File: config.mk
export PLATFORM = sky130hd
export DESIGN_NAME = cie_ram
export DESIGN_NICKNAME = d
export VERILOG_FILES = /design/src/rtl/cie_ram.sv
export SDC_FILE = /design/constraint.sdc
export NUM_CORES = 1
export LEC_CHECK = 0
export ABC_CLOCK_PERIOD_IN_PS = 2040
export BUFFER_PORTS_ARGS = -buffer_cell sky130_fd_sc_hd__buf_2
export CORE_MARGIN = 10
export CORE_UTILIZATION = 53
export DETAILED_ROUTE_END_ITERATION = 10
export GPL_ROUTABILITY_DRIVEN = 0
export PLACE_DENSITY = 0.74
export SETUP_SLACK_MARGIN = 0.5
export SYNTH_ARGS = -nofsm -noshare
export SYNTH_HDL_FRONTEND = slang
export SYNTH_SLANG_ARGS = --single-unit
File: constraint.sdc
create_clock -name clk -period 2.04 [get_ports clk]
set_clock_uncertainty 0.1 [all_clocks]
set_input_delay 0.306 -clock clk [delete_from_list [all_inputs] [get_ports clk]]
set_output_delay 0.306 -clock clk [all_outputs]
set_load 0.03 [all_outputs]
File: src/rtl/cie_ram.sv
`timescale 1ns / 1ps

module cie_ram #(
  parameter int WIDTH  = 16,
  parameter int DEPTH  = 8,
  parameter int ADDR_W = (DEPTH > 1) ? $clog2(DEPTH) : 1
) (
  input  logic              clk,
  input  logic              we,
  input  logic [ADDR_W-1:0] waddr,
  input  logic [WIDTH-1:0]  wdata,
  input  logic              re,
  input  logic [ADDR_W-1:0] raddr,
  output logic [WIDTH-1:0]  rdata
);

  logic [WIDTH-1:0] mem [DEPTH];

  always_ff @(posedge clk) begin
    if (we) begin
      mem[waddr] <= wdata;
    end
    if (re) begin
      rdata <= mem[raddr];
    end
  end

endmodule

======== Word-level counts from Yosys, hierarchy flattened ========
Memory sizes are Yosys's and may differ from the RTL's. A register that Yosys moved wholly into a read port is not among the register bits.
Cells that the tools add are included.
storage, ports and cells
  memories ................................ 1
  flip-flop bits (word level) ............. 0
  bits of input ports ..................... 25
  word-level logic and storage cells ...... 3
  RAM bits ................................ 128
memories
  memory  depth  bits a word  rd ports  clocked after Yosys merged registers in  wr ports  RTL line  source
  mem     8      16           1         1                                        1         17        logic [WIDTH-1:0] mem [DEPTH];
cells by class
  mux-type cells .......................... 2
operator list
  operator           number
  1-bit two-way mux  2

======== Logic depth before layout (Yosys ltp) ========
  depth in word-level cells ............... 2
  gate-level depth with buffers ........... 4
  gate-level depth less buffers ........... 2

======== Worst setup path before layout ========
Ideal clock, no wire load.
  path type ............................... input port to flip-flop
  start point ............................. input port waddr[2]
  end point ............................... memory mem[0][0] (enable)
  data required time ...................... 1.531 ns
  slack ................................... -0.089 ns
  stages .................................. 2
  arrival time ............................ 1.619 ns
  setup time .............................. 0.409 ns
  cell sequence ........................... nand2b_1 > nor3_1
RTL lines
  item             RTL line  source
  start, declared  10        input logic [ADDR_W-1:0] waddr,
  end, declared    17
Straight into the memory's write port.

==> metrics.md <==
| Metric | Value |
|---|---|
| Worst-Margin Slew | `0.495 ns` |
| Clock Power Share | `39.9%` |
| Fin Setup TNS | `0 ns` |
| Asr flop ratio synth | `0%` |
| Area post-placement | `roughly 5800 um2` |
| Status | `finished, final reports clean` |
| RSZ-0062 raised after global routing | `yes` |
| Min-delay worst type | `in -> reg` |
| Overall Power | `around 6.3 mW` |
| WL/cell | `approximately 22 um` |
| Worst skew pair latency | `0.51 ns` |
| Final setup viols | `0` |
| Synth top area share | `roughly four fifths` |
| Yosys cell types | `11` |
| TritonCTS Sinks | `144` |
| Die H | `121 um` |
| Max Cap Viol | `0` |
| Max Slew Vio Count | `0` |
| Largest cells by area after synthesis | `edfxtp_1, mux4_1, mux2_2` |
| Crit Path Max Fanout | `1` |
| Largest net degree at the start of global routing | `33` |
| Root Buffer | `clkbuf_8` |
| Count leader, synth | `edfxtp_1` |
| P_int | `5.03 mW` |
| Vias per cell | `5.48` |
| Vias | `around 2,400` |
| Syn_area_per_cell | `between 20 and 30 um2` |
| Final min period | `between 1.5 and 2 ns` |
| Post-DRT Antenna Nets | `0` |
| Slew margin rel. | `67.0%` |
| CP max stage cell | `mux4_2` |
| Peak supply drop | `0.000569 V` |
| Global-route usage over all layers | `13.7%` |
| Vias in the first global route | `2,581` |
| Initial antenna violation count | `0` |
| Max Fclk | `658 MHz` |
| Register area share after synthesis | `79.3%` |
| Power per Cell Area | `980 nW/um2` |
| Grt ovf | `0` |
| Yosys warns | `0` |
| First-pass GRT wire length | `14,700 um` |
| Post-synth top area cell | `edfxtp_1` |
| Synth Instances | `between 200 and 250` |
| Startpoint types | `register` |
| Number of synthesized flops with an enable pin | `144` |
| CP Data Arrival Time | `1.68 ns` |
| DR DRC count | `0` |
| Share of the cycle needed by the critical path after routing | `between 70% and 80%` |
| Die Area | `14,700 um2` |
| Syn nets | `239` |
| # IOs | `41` |
| Clock slew at reported path FFs | `~0.060 ns` |
| Total inserted antenna cells | `0` |
| H-tree depth | `4` |
| Register share of total power | `53.8%` |
| Port-buffer cells | `40` |
| CTS Buffer Depth | `2` |
| Combinational Power Share | `under 10%` |
| Worst setup EP type | `register` |
| Most common library cells after synthesis | `edfxtp_1, mux4_1, mux2_2, nor2_1` |
| Design area | `6470 um2` |
| Area Growth Syn to Fin | `18.6%` |
| CORE AREA | `9910 um2` |
| Row Count | `36` |
| Number of detailed-route iterations in the first pass | `4` |
| TritonCTS clock tree | `done` |
| TritonCTS Buffers | `17` |
| Initial core utilization | `55.0%` |
| DP Wirelength | `5170 um` |
| DIE WIDTH | `121 um` |
| Critical path, cell by cell | `mux4_2, mux2_2` |
| Ys flop type | `edfxtp_1` |
| Leak Pwr | `approximately 2.2 nW` |
| Worst stage delay on the critical path | `0.49 ns` |
| DRT Wirelength | `about 9500 um` |
| Ratio of cells with drive above 1 in the final layout | `41.8%` |
| Mapped Area | `between 5000 and 6000 um2` |
| Fin nets | `317` |
| Total net switching power | `1.31 mW` |
| Crit path kind | `reg -> reg` |
| Detailed Route Iter0 Violations | `240` |
| Final Hold Vio Count | `0` |
| Sw frac | `20.7%` |
| Postcts setup bufs | `0` |
| Critical Path RT | `between 2 and 2.5 ns` |
| #FFs+latches synth | `roughly 140` |
-- final timing paths --
| kind | from | to | slack, ns | depth (start not counted) |
|---|---|---|---|---|
| worst max register to register | mem[0][2]$_DFFE_PP_ | rdata[2]$_DFFE_PP_ | 0.52 | 2 |
| worst max-delay path | mem[0][2]$_DFFE_PP_ | rdata[2]$_DFFE_PP_ | 0.52 | 2 |
| worst min-delay path | re | rdata[5]$_DFFE_PP_ | 0.19 | 1 |
| worst min register to register | mem[5][0]$_DFFE_PP_ | rdata[0]$_DFFE_PP_ | 0.65 | 2 |
-- final cells by class --
class	instances	area, um2
clock buffer	19	422
clock inverter	12	72.6
fill	666	3440
multi-input combinational	61	986
sequential	144	4320
tap	133	166
timing repair buffer	68	497
-- worst max-delay path, delay by kind of cell (launching register included) --
family        cells  cell delay [ns]
multiplexers      2             0.77
flip-flops        1             0.40
-- state kept, by name, indices dropped and copies added (netlist names) --
| name | flops |
|---|---|
| mem | 128 |
| rdata | 16 |
-- metrics by stage --
stage / worst slack [ns] / hold WS (ns) / utilization, % / instances
after floorplan: 0.338 / 0.305 / - / 214
after global placement: 0.192 / 0.469 / 58.6 / 390
after detailed placement: 0.183 / 0.474 / 58.6 / 390
after CTS: 0.504 / 0.183 / 65.2 / 437
after global routing: 0.493 / 0.187 / 65.3 / 437
final: 0.520 / 0.186 / 65.3 / 437
-- what timing repair did --
item                       CTS  global route
hold buffers                16             0
hold endpoints to repair   128             0
resized for setup            2             2
setup endpoints to repair    1             2
-- power by group through the flow --
stage / registers (mW) / logic [mW] / clock network (mW)
global placement: 3.46 / 0.369 / 0
CTS: 3.41 / 0.407 / 2.58
floorplan: 3.52 / 0.190 / 0
detailed placement: 3.47 / 0.379 / 0
global route: 3.42 / 0.431 / 2.72
finish: 3.41 / 0.399 / 2.53
-- cell usage in the layout (no fill, tap or decap) --
cell type,count
clkinvlp_4,5
mux4_2,30
buf_12,3
clkbuf_16,16
nor2_2,1
buf_6,1
edfxtp_1,144
nor2_1,5
clkbuf_1,2
clkbuf_8,1
nand2b_1,3
mux2_2,16
clkinv_4,1
nand2_1,2
mux4_1,2
nor3_4,1
dlygate4sd3_1,16
clkinv_2,3
clkinv_1,3
nor3_2,1
buf_2,38
buf_4,10
-- logic make-up (layout without fill, tap and decap cells) --
group,count (synthesis),count (layout),synth area share (%)
simple gates,13,13,1.08
mux,48,48,18.4
buf+inv,9,99,1.19
flops,144,144,79.3
-- layer usage --
metal,up-vias,global-route usage (%),routed length (um),share of wire [%]
met5,-,0,0,0
met2,68,20.9,4690,50
met3,9,4.79,521,5.5
met1,1248,17.7,4150,44
li1,1070,-,-,-
met4,0,5.29,101,1.1
(Power assumes the default switching activity.)
