`config.mk`:
```
export PLATFORM = sky130hd
export DESIGN_NAME = cie_alu
export DESIGN_NICKNAME = d
export VERILOG_FILES = /design/src/rtl/cie_pkg.sv /design/src/rtl/cie_alu.sv
export SDC_FILE = /design/constraint.sdc
export NUM_CORES = 1
export LEC_CHECK = 0
export BUFFER_PORTS_ARGS = -buffer_cell sky130_fd_sc_hd__buf_2
export CORE_UTILIZATION = 66
export DETAILED_ROUTE_END_ITERATION = 7
export PLACE_DENSITY = 0.85
export SLEW_MARGIN = 40
export SYNTH_ARGS = -nofsm -noshare
export SYNTH_HDL_FRONTEND = slang
export SYNTH_SLANG_ARGS = --single-unit
```
`constraint.sdc`:
```
create_clock -name vclk -period 20.4
set_input_delay 2.04 -clock vclk [all_inputs]
set_output_delay 2.04 -clock vclk [all_outputs]
set_load 0.02 [all_outputs]
```
`src/rtl/cie_pkg.sv`:
```
`timescale 1ns / 1ps

package cie_pkg;

  localparam logic [15:0] HALT_WORD  = 16'hFFFF;
  localparam logic [15:0] STACK_BASE = 16'h8200;

  // opcodes, bits 15-12 of the instruction word
  localparam logic [3:0] OP_SYS = 4'd0;
  localparam logic [3:0] OP_MOV = 4'd1;
  localparam logic [3:0] OP_STR = 4'd2;
  localparam logic [3:0] OP_LDR = 4'd3;
  localparam logic [3:0] OP_ADD = 4'd4;
  localparam logic [3:0] OP_SUB = 4'd5;
  localparam logic [3:0] OP_MUL = 4'd6;
  localparam logic [3:0] OP_AND = 4'd7;
  localparam logic [3:0] OP_ORR = 4'd8;
  localparam logic [3:0] OP_NOT = 4'd9;
  localparam logic [3:0] OP_XOR = 4'd10;
  localparam logic [3:0] OP_SHR = 4'd11;
  localparam logic [3:0] OP_SHL = 4'd12;
  localparam logic [3:0] OP_ROR = 4'd13;
  localparam logic [3:0] OP_ROL = 4'd14;

  // low two bits of an OP_SYS word without the immediate bit
  localparam logic [1:0] SYS_NONE = 2'd0;
  localparam logic [1:0] SYS_PUSH = 2'd1;
  localparam logic [1:0] SYS_POP  = 2'd2;
  localparam logic [1:0] SYS_CMP  = 2'd3;

  // low two bits of an OP_SYS word with the immediate bit (jump conditions)
  localparam logic [1:0] JMP_ALWAYS = 2'd0;
  localparam logic [1:0] JMP_EQ     = 2'd1;
  localparam logic [1:0] JMP_NEG    = 2'd2;
  localparam logic [1:0] JMP_POS    = 2'd3;

  // positions in the flag word
  localparam int FLAG_C = 0;
  localparam int FLAG_V = 1;
  localparam int FLAG_Z = 2;
  localparam int FLAG_S = 3;

  typedef logic [3:0] flags_t;

  typedef struct packed {
    logic [15:0] value;
    flags_t      flags;
  } alu_res_t;

  typedef enum logic [1:0] {
    SRC_ALU,
    SRC_DMEM,
    SRC_STACK
  } src_t;

endpackage

```
`src/rtl/cie_alu.sv`:
```
`timescale 1ns / 1ps

module cie_alu
  import cie_pkg::*;
(
  input  logic [3:0]  op,
  input  logic [15:0] a,
  input  logic [15:0] b,
  output alu_res_t    res
);

  logic [16:0] sum;
  logic [15:0] diff;
  logic [15:0] prod;
  logic [15:0] value;
  logic        carry;
  logic        ovf;

  assign sum  = {1'b0, a} + {1'b0, b};
  assign diff = a - b;
  assign prod = a * b;

  always_comb begin
    carry = 1'b0;
    ovf   = 1'b0;
    unique case (op)
      OP_ADD: begin
        value = sum[15:0];
        carry = sum[16];
        ovf   = ~(a[15] ^ b[15]) & (a[15] ^ sum[15]);
      end
      OP_SUB: begin
        value = diff;
        carry = a < b;
        ovf   = (a[15] ^ b[15]) & (a[15] ^ diff[15]);
      end
      // compare: borrow only, overflow stays clear
      OP_SYS: begin
        value = diff;
        carry = a < b;
      end
      OP_MUL: value = prod;
      OP_AND: value = a & b;
      OP_ORR: value = a | b;
      OP_NOT: value = ~a;
      OP_XOR: value = a ^ b;
      OP_SHR: value = {1'b0, a[15:1]};
      OP_SHL: value = {a[14:0], 1'b0};
      OP_ROR: value = {a[0], a[15:1]};
      OP_ROL: value = {a[14:0], a[15]};
      default: value = '0;
    endcase
  end

  always_comb begin
    res.value          = value;
    res.flags          = '0;
    res.flags[FLAG_C]  = carry;
    res.flags[FLAG_V]  = ovf;
    res.flags[FLAG_Z]  = (value == 16'd0);
    res.flags[FLAG_S]  = value[15];
  end

endmodule

```
## Word-level counts from Yosys, hierarchy flattened

Cells that the tools add are included.

- Register bits: 0
- Latch bits: 0
- RAM bits: 0
- Bits in read-only memories: 0
- Input port bits: 36
- Word-level logic and storage cells: 31
- Memories: 0

- Add/sub/neg operators: 2
- Multipliers: 1
- Div/mod/pow operators: 0
- Order comparisons: 1
- Equal/unequal tests: 11
- Shift-type cells: 0
- Multiplexer cells: 3
- Bitwise gates (word level): 10
- Reductions and logical operators: 3

Operators with widths:

| cell | number |
|---|---|
| 16-bit case mux with 11 select lines | 1 |
| 4-bit equality test, second input constant | 7 |
| 16-bit by 16-bit adder with 17-bit output | 1 |
| 16-bit bitwise AND | 1 |
| 4-bit by 3-bit equality test with 1-bit output, second input constant | 4 |
| 16-bit logical NOT | 1 |
| 16-bit less-than comparator | 1 |
| 16-bit by 16-bit multiplier with 16-bit output | 1 |
| 16-bit NOT | 1 |
| 16-bit bitwise OR | 1 |
| 16-bit subtractor | 1 |
| 16-bit XOR | 1 |
| 4-bit logical NOT | 1 |
| 1-bit case mux with 2 select lines | 2 |
| 1-bit XOR | 3 |
| 1-bit bitwise AND | 2 |
| 2-bit OR reduction | 1 |
| 1-bit NOT | 1 |

## Longest topological paths before layout

- Word-level depth: 4
- Mapped depth: 25

## Worst setup path after synthesis

OpenSTA, ideal clock, no wires.

- Path kind: input to output
- Start: input a[1]
- End: output res[2] (netlist name)
- Data arrival time: 7784 ps
- Data required time: 18360 ps
- Setup slack: 10576 ps
- Cell stages on the path: 20
- Buffers on the path: 1
- Cell sequence: clkbuf_1 > clkinv_1 > nor2_1 > fa_1 > fa_1 > ha_1 > fa_1 > inv_1 > fa_1 > fa_1 > inv_1 > ha_1 > o21a_1 > o31a_1 > o41a_1 > a211oi_1 > nor2_1 > or3_1 > a32o_1 > nor4_2

RTL lines:

| element | RTL line | RTL |
|---|---|---|
| from (decl) | cie_alu.sv:7 | `input logic [15:0] a,` |
| to (decl) | cie_alu.sv:9 | `output alu_res_t res` |

==> impl_metrics.ini <==
[outcome]
status = finished clean

[sta]
fin_crit_sh_pct = 50.4
max_freq_ghz = 0.0973
rsz0062_at_grt = false
finalHoldViolCount = 0
fin_crit_ns = 10.27
max_slew_margin_pct = 52.3
worstMarginPinSlew_ns = 0.712
drv_slew = 0
setup_viol = 0
whs_ns = 4.48
setup_tns_ns = 0

[die]
rows = 36
dieArea_um2 = 10900
ios = 56
start_util_pct = 69.2
core-area_um2 = 9950
fp.dieH_um = 104
die_w_um = 104

[power]
seqPwrFrac_pct = 0
powerDensity_nw_per_um2 = 95.0
swShare_pct = 58.2
pwr-share-clk_pct = 0
comb_power_share_pct = 100.0
p_int_uw = 285
power_leakage_uw = 0.00358
vdd_ir_drop_max_uv = 176
p_sw_uw = 396

[placed_design]
portBuffers = 56
gp_congestion = 1.07
dp_hpwl_um = 18100
placed_cells = 1064
placedInstanceArea_um2 = 7150

[logic_synthesis]
synth_top_family_by_area = adder cells
ys_warn_count = 0
syn-instance-count = 921
synth_area_per_cell_um2 = 7.48
yosys.area_share.adder_pct = 41.5
syn_nets = 1137
yosys.area.top_type = fa_1
syn_area_um2 = 6890
ys_types = 77
synth-compound-area-share_pct = 19.9
synthMuxAreaShare_pct = 0.599
synth_xor_area_share_pct = 5.34
synth_top_area_share_pct = 23.5
synth.most_common_cell = inv_1
synth_common_cells = inv_1 (156), nor2_1 (101), ha_1 (99)
seq_area_frac_synth_pct = 0
synth-simple-area-share_pct = 20.5
yosys-top-cells-area = fa_1 (24%), ha_1 (18%), inv_1 (8.5%)

[cells_and_area]
final-instance-count-excl-fill = 1065
syn2layout_area_growth_pct = 3.96
seqCellArea_um2 = 0
layout.nets = 1150
fin_util_pct = 71.9
drive_above_1_share_pct = 8.37
nClkBuffers = 0
final_area_um2 = 7160
nFlopsAndLatches = 0
multiInputGateArea_um2 = 6080
fill_cells = 880
n_antenna_cell = 0

[worst_setup_path]
crit_buf_inv = 5
end_kind = output port
crit_fanout = 11
start_kind = primary input
cp_slowest_cell = fa_1
max_stage_delay_ns = 0.49
required_ns = 18.36
cp_top_family = adder cells
worstPathArrival_ns = 8.23
critical_path_class = primary input to output port
cp_cell_sequence = buf_2, clkinv_1, nor2_1, fa_1, fa_1, ha_1, fa_1, inv_1, fa_1, fa_1, inv_1, ha_1, o21a_1, o31a_1, o41a_1, a211oi_1, nor2_1, or3_1, a32o_1, nor4_2, buf_2
cp_common_cell = fa_1

[min_path]
hp-start = a[15]
hold_path.class = primary input to output port
min_path_cells = 3
min_to = res[1]

[drt]
dr.first_iter.drc_count = 823
first_pass_iters = 5
via_per_inst = 6.69
wl_per_cell_um = 21.2
drtAntennaViolNets = 0
drcViolationCount = 0
vias = 7130
drt-total-wl_um = 22600

[global_routing]
grt_overflow = 0
grt_pass1_wl_um = 36100
antenna_found_initial = 0
grt_pass1_vias = 7043
grt_max_degree = 25
grtUsageTotal_pct = 42.2

[clock_tree]
hold_buffers = 0
post-cts-setup-buffer-count = 0
cts_resized = 0

[run]
cap_violations = 0
## power by group through the flow
stage	sequential, uW	clock, uW	combinational [uW]
6_report	0	0	681
5_1_grt	0	0	752
4_1_cts	0	0	673
3_5_place_dp	0	0	669
3_3_place_gp	0	0	650
2_1_floorplan	0	0	504
## through the flow
stage	setup WS, ns	power [uW]
global route	9.95	752
floorplan	10.58	504
CTS	10.24	673
detailed placement	10.26	669
finish	10.13	681
global placement	10.39	650
## cell families after synthesis
logic type	Yosys count
AOI/OAI and AO/OA	187
xor gates and xnor gates	42
adders and majority gates	180
buffers and inverters	211
muxes	4
and+or+nand+nor	297
## worst max path at each step
stage	start	endpoint	slack (ns)	depth (start not counted)
2_1_floorplan	a[1]	res[2]	10.58	20
5_1_grt	b[1]	res[2]	9.95	21
4_1_cts	b[1]	res[2]	10.24	21
6_report	b[1]	res[2]	10.13	21
3_3_place_gp	b[1]	res[2]	10.39	21
3_5_place_dp	b[1]	res[2]	10.26	21
## layer usage
layer / track usage, % / wire length, um
met1: 52.8 / 8250
met3: 10.7 / 2960
met5: 0 / 0
met2: 68.0 / 10200
met4: 19.8 / 1190
## layout make-up
type	count	share of cell area, %
Timing Repair Buffer	60	4.33
Multi-Input combinational cell	710	84.9
Inverter	162	8.49
Tap cell	133	2.32
## layout by cell type, fill, tap and decap left out, types with 7 or more instances in the layout
cell type,n
buf_2,56
xor2_1,9
xnor2_1,33
nand3_1,14
inv_1,156
a21oi_1,35
nor3_1,12
nor2_1,101
nand2_1,94
a221oi_1,12
ha_1,99
o31ai_1,9
nand4_1,7
o22ai_1,7
a211oi_1,11
nor2b_1,10
a21o_1,8
fa_1,81
o21ai_0,27
nand2b_1,9
## worst min-delay path, stage by stage
cell,delay [ns]
buf_2,0.17
a21oi_1,0.08
buf_2,0.15
No activity file was read; power rests on OpenSTA's default activity.
